## config.mk

```make
export PLATFORM = sky130hd
export DESIGN_NAME = coverage_threshold_region_detector_unit
export DESIGN_NICKNAME = d
export VERILOG_FILES = /design/src/hdl/ctrd_pkg.sv /design/src/hdl/ctrd_update.sv /design/src/hdl/coverage_threshold_region_detector_unit.sv
export SDC_FILE = /design/constraint.sdc
export NUM_CORES = 1
export LEC_CHECK = 0
export ABC_CLOCK_PERIOD_IN_PS = 10200
export BUFFER_PORTS_ARGS = -buffer_cell sky130_fd_sc_hd__buf_2
export CELL_PAD_IN_SITES_DETAIL_PLACEMENT = 0
export CELL_PAD_IN_SITES_GLOBAL_PLACEMENT = 1
export CORE_MARGIN = 2
export CORE_UTILIZATION = 47
export DETAILED_ROUTE_END_ITERATION = 8
export PLACE_DENSITY = 0.88
export SETUP_SLACK_MARGIN = 0.05
export SYNTH_ARGS = -nofsm -noshare
export SYNTH_HDL_FRONTEND = slang
export SYNTH_SLANG_ARGS = --single-unit
```

## constraint.sdc

```tcl
create_clock -name clk -period 10.2 [get_ports clk]
set_input_delay 2.04 -clock clk [delete_from_list [all_inputs] [get_ports clk]]
set_output_delay 2.04 -clock clk [all_outputs]
set_load 0.01 [all_outputs]
```

## src/hdl/ctrd_pkg.sv

```systemverilog
// ctrd_pkg: shared types and codes for the coverage threshold region detector
// event command codes, region kinds, register indexes and the region result word
// no dependencies

package ctrd_pkg;

    // event commands; code 3 carries no meaning and is ignored
    typedef enum logic [1:0] {
        CMD_START  = 2'd0,
        CMD_END    = 2'd1,
        CMD_FINISH = 2'd2
    } cmd_t;

    // register indexes on the configuration channel
    localparam logic [1:0] CFG_LOW_THRESHOLD  = 2'd0;
    localparam logic [1:0] CFG_HIGH_THRESHOLD = 2'd1;
    localparam logic [1:0] CFG_CONTIG_LENGTH  = 2'd2;

    // region kinds
    localparam logic KIND_LOW  = 1'b0;
    localparam logic KIND_HIGH = 1'b1;

    // reset values of the registers
    localparam logic [15:0] LOW_THRESHOLD_RESET  = 16'd1;
    localparam logic [15:0] HIGH_THRESHOLD_RESET = 16'd100;
    localparam logic [30:0] CONTIG_LENGTH_RESET  = 31'd0;

    // width of contig positions on the ports
    localparam int OUT_POS_BITS = 31;

    // one reported region, plus a flag that says it exists
    typedef struct packed {
        logic                    found;
        logic                    kind;
        logic [OUT_POS_BITS-1:0] start_pos;
        logic [OUT_POS_BITS-1:0] end_pos;
    } region_t;

endpackage

```

## src/hdl/ctrd_update.sv

```systemverilog
// ctrd_update: per-event update of coverage count and open region start
// clamps the position, steps the count and decides whether a region closes
// depends on ctrd_pkg

module ctrd_update #(
    parameter int COUNT_BITS = 16,
    parameter int POS_BITS   = 31
) (
    input  logic [1:0]                cmd,
    input  logic signed [31:0]        position,
    input  logic [15:0]               low_threshold,
    input  logic [15:0]               high_threshold,
    input  logic [30:0]               contig_length,
    input  logic [COUNT_BITS-1:0]     count,
    input  logic [POS_BITS-1:0]       open_start,
    output logic [COUNT_BITS-1:0]     count_next,
    output logic [POS_BITS-1:0]       open_start_next,
    output ctrd_pkg::region_t         region
);
    import ctrd_pkg::*;

    localparam int CMP_W = (COUNT_BITS > 16) ? COUNT_BITS : 16;
    localparam int WIDE  = (POS_BITS > OUT_POS_BITS) ? POS_BITS : OUT_POS_BITS;
    localparam logic [COUNT_BITS-1:0] COUNT_MAX = '1;

    // port position to internal position width
    function automatic logic [POS_BITS-1:0] to_pos(input logic [OUT_POS_BITS-1:0] v);
        logic [WIDE-1:0] w;
        w = WIDE'(v);
        return w[POS_BITS-1:0];
    endfunction

    // internal position to port position width
    function automatic logic [OUT_POS_BITS-1:0] to_out(input logic [POS_BITS-1:0] v);
        logic [WIDE-1:0] w;
        w = WIDE'(v);
        return w[OUT_POS_BITS-1:0];
    endfunction

    logic [30:0]           clamped;
    logic [POS_BITS-1:0]   pos;
    logic [POS_BITS-1:0]   len;
    logic [CMP_W-1:0]      low_w;
    logic [CMP_W-1:0]      high_w;
    logic [CMP_W-1:0]      count_w;
    logic [COUNT_BITS-1:0] count_mid;
    logic [POS_BITS-1:0]   start_mid;

    // clamp position to 0..contig_length
    always_comb
    begin
        if (position[31])
            clamped = '0;
        else if (position[30:0] > contig_length)
            clamped = contig_length;
        else
            clamped = position[30:0];
    end

    assign pos     = to_pos(clamped);
    assign len     = to_pos(contig_length);
    assign low_w   = CMP_W'(low_threshold);
    assign high_w  = CMP_W'(high_threshold);
    assign count_w = CMP_W'(count);

    // count step, region close and start update
    always_comb
    begin
        count_next      = count;
        open_start_next = open_start;
        region          = '0;
        count_mid       = count;
        start_mid       = open_start;
        case (cmd)
            CMD_START:
            begin
                if (count != COUNT_MAX)
                begin
                    start_mid       = (count_w == high_w) ? pos : open_start;
                    count_mid       = count + COUNT_BITS'(1);
                    count_next      = count_mid;
                    open_start_next = start_mid;
                    if (CMP_W'(count_mid) == low_w)
                    begin
                        if (pos > start_mid)
                        begin
                            region.found     = 1'b1;
                            region.kind      = KIND_LOW;
                            region.start_pos = to_out(start_mid);
                            region.end_pos   = to_out(pos);
                        end
                        open_start_next = pos;
                    end
                end
            end
            CMD_END:
            begin
                if (count != '0)
                begin
                    start_mid       = (count_w == low_w) ? pos : open_start;
                    count_mid       = count - COUNT_BITS'(1);
                    count_next      = count_mid;
                    open_start_next = start_mid;
                    if (CMP_W'(count_mid) == high_w)
                    begin
                        if (pos > start_mid)
                        begin
                            region.found     = 1'b1;
                            region.kind      = KIND_HIGH;
                            region.start_pos = to_out(start_mid);
                            region.end_pos   = to_out(pos);
                        end
                        open_start_next = pos;
                    end
                end
            end
            CMD_FINISH:
            begin
                // trailing low region up to the contig end, then clear
                if (len > open_start)
                begin
                    region.found     = 1'b1;
                    region.kind      = KIND_LOW;
                    region.start_pos = to_out(open_start);
                    region.end_pos   = to_out(len);
                end
                count_next      = '0;
                open_start_next = '0;
            end
            default:
            begin
                count_next      = count;
                open_start_next = open_start;
            end
        endcase
    end

endmodule

```

## src/hdl/coverage_threshold_region_detector_unit.sv

```systemverilog
// coverage_threshold_region_detector_unit: top level of the region detector
// event input register, update logic, region result register, config registers
// depends on ctrd_pkg and ctrd_update
//
//  channel  | handshake                | payload
//  ---------+--------------------------+-------------------------------------------
//  event    | event_valid, event_stall | cmd, position
//  region   | region_valid, region_stall | region_kind, region_start, region_end
//  config   | cfg_valid, cfg_ready     | cfg_index, cfg_data
//
// one event per cycle while event_stall is low; an event enters the event register at
// the edge that takes it and its region word is then loaded into the result register,
// set by the single update stage between the two registers
// reset restores thresholds 1 and 100, contig length 0, coverage 0, region start 0
// event_stall rises only while the event register holds a word and a stalled
// region word blocks the result register; cfg_ready is always high

module coverage_threshold_region_detector_unit #(
    parameter int COUNT_BITS = 16,
    parameter int POS_BITS   = 31
) (
    input  logic               clk,
    input  logic               rst_n,
    input  logic               event_valid,
    output logic               event_stall,
    input  logic [1:0]         cmd,
    input  logic signed [31:0] position,
    output logic               region_valid,
    input  logic               region_stall,
    output logic               region_kind,
    output logic [30:0]        region_start,
    output logic [30:0]        region_end,
    input  logic               cfg_valid,
    output logic               cfg_ready,
    input  logic [1:0]         cfg_index,
    input  logic [31:0]        cfg_data
);
    import ctrd_pkg::*;

    logic                  ev_valid_reg;
    logic [1:0]            cmd_reg;
    logic signed [31:0]    pos_reg;
    logic [15:0]           low_reg;
    logic [15:0]           high_reg;
    logic [30:0]           length_reg;
    logic [COUNT_BITS-1:0] count_reg;
    logic [COUNT_BITS-1:0] count_next;
    logic [POS_BITS-1:0]   open_start_reg;
    logic [POS_BITS-1:0]   open_start_next;
    logic                  out_valid_reg;
    logic                  kind_reg;
    logic [30:0]           start_reg;
    logic [30:0]           end_reg;
    region_t               region;
    logic                  advance;

    // event register moves on when the result register is free or draining
    assign advance     = ev_valid_reg && (!out_valid_reg || !region_stall);
    assign event_stall = ev_valid_reg && !advance;
    assign cfg_ready   = 1'b1;

    // configuration registers
    always_ff @(posedge clk or negedge rst_n)
    begin
        if (!rst_n)
        begin
            low_reg    <= LOW_THRESHOLD_RESET;
            high_reg   <= HIGH_THRESHOLD_RESET;
            length_reg <= CONTIG_LENGTH_RESET;
        end
        else if (cfg_valid && cfg_ready)
        begin
            case (cfg_index)
                CFG_LOW_THRESHOLD:  low_reg    <= cfg_data[15:0];
                CFG_HIGH_THRESHOLD: high_reg   <= cfg_data[15:0];
                CFG_CONTIG_LENGTH:  length_reg <= cfg_data[30:0];
                default:            ;
            endcase
        end
    end

    // event input register
    always_ff @(posedge clk or negedge rst_n)
    begin
        if (!rst_n)
            ev_valid_reg <= 1'b0;
        else if (!event_stall)
            ev_valid_reg <= event_valid;
    end

    always_ff @(posedge clk)
    begin
        if (event_valid && !event_stall)
        begin
            cmd_reg <= cmd;
            pos_reg <= position;
        end
    end

    // per-event update
    ctrd_update #(
        .COUNT_BITS (COUNT_BITS),
        .POS_BITS   (POS_BITS)
    ) u_update (
        .cmd             (cmd_reg),
        .position        (pos_reg),
        .low_threshold   (low_reg),
        .high_threshold  (high_reg),
        .contig_length   (length_reg),
        .count           (count_reg),
        .open_start      (open_start_reg),
        .count_next      (count_next),
        .open_start_next (open_start_next),
        .region          (region)
    );

    // coverage state
    always_ff @(posedge clk or negedge rst_n)
    begin
        if (!rst_n)
        begin
            count_reg      <= '0;
            open_start_reg <= '0;
        end
        else if (advance)
        begin
            count_reg      <= count_next;
            open_start_reg <= open_start_next;
        end
    end

    // region result register
    always_ff @(posedge clk or negedge rst_n)
    begin
        if (!rst_n)
            out_valid_reg <= 1'b0;
        else if (advance)
            out_valid_reg <= region.found;
        else if (!region_stall)
            out_valid_reg <= 1'b0;
    end

    always_ff @(posedge clk)
    begin
        if (advance && region.found)
        begin
            kind_reg  <= region.kind;
            start_reg <= region.start_pos;
            end_reg   <= region.end_pos;
        end
    end

    assign region_valid = out_valid_reg;
    assign region_kind  = kind_reg;
    assign region_start = start_reg;
    assign region_end   = end_reg;

    // a finish event leaves the coverage state cleared
    a_finish_clears: assert property (@(posedge clk) disable iff (!rst_n)
        (advance && cmd_reg == CMD_FINISH) |=> (count_reg == '0 && open_start_reg == '0))
        else $error("coverage state not cleared after finish");

    // coverage state holds while no event is processed
    a_state_holds: assert property (@(posedge clk) disable iff (!rst_n)
        !advance |=> ($stable(count_reg) && $stable(open_start_reg)))
        else $error("coverage state changed without an event");

    // reported regions are never empty
    a_region_nonempty: assert property (@(posedge clk) disable iff (!rst_n)
        region_valid |-> (region_end > region_start))
        else $error("empty region reported");

    // a pending region cannot be overwritten
    a_no_overrun: assert property (@(posedge clk) disable iff (!rst_n)
        (region_valid && region_stall) |-> !advance)
        else $error("result register overrun");

endmodule
```

==> flow_summary.json <==
{
  "outcome": "completed",
  "cts.sinks": 209,
  "ant_nets": 0,
  "power.share.combinational_pct": 34.7,
  "root_buffer": "clkbuf_16",
  "setup_ws_ns": 2.47,
  "cp-end-kind": "flop",
  "synth_edf_count": 97,
  "grt.total_usage_pct": 26.4,
  "internal_power_w": 0.00191,
  "dp_slack_ns": 2.48,
  "n_fill_cell": 2662,
  "antennaDiodeCount": 0,
  "power.density_mw_per_mm2": 195,
  "vias_per_cell": 6.11,
  "path_max_fanout": 57,
  "p_sw_w": 0.00119,
  "ys_ff_latch": 209,
  "drcViolationCount": 0,
  "netlist_area_mm2": 0.0142,
  "grt_pass1_vias": 11100,
  "yosysTopAreaCell": "edfxtp_1",
  "synth_seq_area_share_pct": 40.2,
  "largest_reg_flops": 32,
  "die_h_um": 178,
  "critical_path_required_ns": 10.38,
  "max_slew_margin_pct": 20.8,
  "finalCritPeriodShare_pct": 75.8,
  "cts_hold_buf": 0,
  "arrival_ns": 7.90,
  "numCtsBuffers": 24,
  "die_w_um": 178,
  "post_cts_resized": 0,
  "synthTopCellsByCount": "nand2_1, ha_1, a21oi_1, dfrtp_1, edfxtp_1",
  "setup_viol": 0,
  "p_clk_share_pct": 27.2,
  "synth_area_leaders": "edfxtp_1, dfrtp_1, ha_1",
  "drv_cap": 0,
  "seqPwrFrac_pct": 38.1,
  "synthCells": 1432,
  "startpoint_type": "flop",
  "cts_tree": "done",
  "vias": 11800,
  "leakage_nw": 6.74,
  "cts_setup_buffers": 0,
  "start_util_pct": 47.9,
  "grt_pass1_wl_um": 64000,
  "insertion_delay_ns": 0.54,
  "core.rowCount": 63,
  "wire_per_inst_um": 21.6,
  "ys_warn_count": 0,
  "final-hold-violation-count": 0,
  "period_needed_ns": 7.73,
  "numPortBuffers": 136,
  "overflow": 0,
  "grt_max_degree": 72,
  "synth_top_area_share_pct": 20.5,
  "io_pins": 139,
  "cts_buffer_depth": 3,
  "core_mm2": 0.0297,
  "async_flop_share_pct": 53.6,
  "worst_pin_slew_ns": 1.19,
  "setup_tns_ns": 0,
  "dr.pass1.iters": 5,
  "synth.distinct_cells": 75,
  "dp_hpwl_um": 30500,
  "grt_antenna_before_repair": 3,
  "clk_pin_slew_worst_paths_ns": 0.06,
  "post-synth-top-count-cell": "nand2_1",
  "worstSetupPathType": "flop to flop",
  "syn_avg_cell_area_um2": 9.93,
  "grt_setup_unrepaired": "false",
  "die_area_mm2": 0.0317,
  "ir_drop_mv": 0.168,
  "swShare_pct": 38.4,
  "area_growth_pct": 12.0,
  "max_freq_mhz": 129,
  "wirelength_um": 41700,
  "fin_worst_skew_ns": 0.0255,
  "gp_congestion": 0.932,
  "syn-num-nets": 1636,
  "drv_slew": 0,
  "synthFlopType": "dfrtp_1",
  "htreeDepth": 1,
  "finalNetCount": 1726,
  "drt_iter0_drc": 985,
  "hp-class": "flop to flop",
  "layout-drive-gt1-share_pct": 19.7
}
## kinds of logic (layout without fill, tap and decap cells)
family	Yosys count	after routing	synth area share [%]
simple gates	388	388	13.1
compound gates	363	363	17.6
xor+xnor	45	45	2.87
mux	132	132	9.84
other cells	1	1	0.0264
flops	209	209	40.2
fa+ha+maj	131	131	11.5
buf+inv	163	271	4.80
## power by group through the flow
stage	sequential, W	clock [W]	combinational [W]
after floorplan	0.00107	0	0.000886
after global placement	0.00119	0	0.00103
after detailed placement	0.00119	0	0.00106
after CTS	0.00118	0.000854	0.00107
after global routing	0.00120	0.000886	0.00120
final	0.00118	0.000842	0.00108
## routing by layer
layer | track usage (%) | wire length [um] | up-vias
met2 | 40.6 | 18600 | 460
met5 | 0 | 14 | -
met1 | 37.0 | 18200 | 5753
met3 | 6.19 | 3750 | 77
li1 | - | - | 5494
met4 | 7.79 | 1160 | 2
## through the flow
stage               std cells  hold WS [ns]  total power, W  instance area [um2]  util [%]
CTS                      1930         0.509         0.00310                15900      53.6
floorplan                1432         0.473         0.00195                14200         -
finish                   1930         0.505         0.00310                15900      53.6
global placement         1886         0.487         0.00222                15200      51.0
global route             1930         0.517         0.00328                15900      53.6
detailed placement       1886         0.491         0.00225                15200      51.0
## cell type report
type                       instances  area, um2  area share (%)
inverter                          79        297            1.86
tap                              390        488            3.06
multi-input combinational       1060       7880            49.5
clock inverter                    16        131           0.825
timing repair buffer             148        773            4.86
sequential                       209       5720            35.9
clock buffer                      28        636            3.99
## placed cells by master (no fill, tap or decap), types with 44 or more instances in the layout
cell / n
nand2_1: 139
buf_2: 135
ha_1: 131
a21oi_1: 122
dfrtp_1: 108
edfxtp_1: 97
nor2_1: 92
inv_1: 78
mux2i_1: 70
mux2_2: 62
o22ai_1: 44
## worst max-delay path: stages (launching register included)
cell	delay, ns
dfrtp_1	0.51
inv_1	0.09
ha_1	0.31
nand4_1	0.15
nor4_1	0.86
nand2_1	0.17
a22oi_1	0.34
o21ai_4	0.19
buf_4	0.44
mux2i_1	0.52
a21oi_1	0.13
ha_1	0.32
nand3_1	0.11
nor2_1	0.28
nand3_1	0.18
a41o_1	0.27
and3_1	0.25
nor4_1	0.61
nor3_1	0.20
nor2_4	0.82
buf_4	0.54
## worst paths after layout
kind	startpoint	endpoint	slack, ns	cells after the start
min in group asynchronous	rst_n	open_start_reg[14]$_DFFE_PN0P_	1.53	1
worst min-delay path	open_start_reg[3]$_DFFE_PN0P_	open_start_reg[3]$_DFFE_PN0P_	0.51	1
worst min register to register	open_start_reg[3]$_DFFE_PN0P_	open_start_reg[3]$_DFFE_PN0P_	0.51	1
worst max-delay path	length_reg[12]$_DFFE_PN0P_	region_start[7]$_DFFE_PP_	2.47	20
max in group asynchronous	rst_n	high_reg[0]$_DFFE_PN0P_	7.29	2
worst max register to register	length_reg[12]$_DFFE_PN0P_	region_start[7]$_DFFE_PP_	2.47	20
Note: power is estimated with default switching activity, not from simulation.
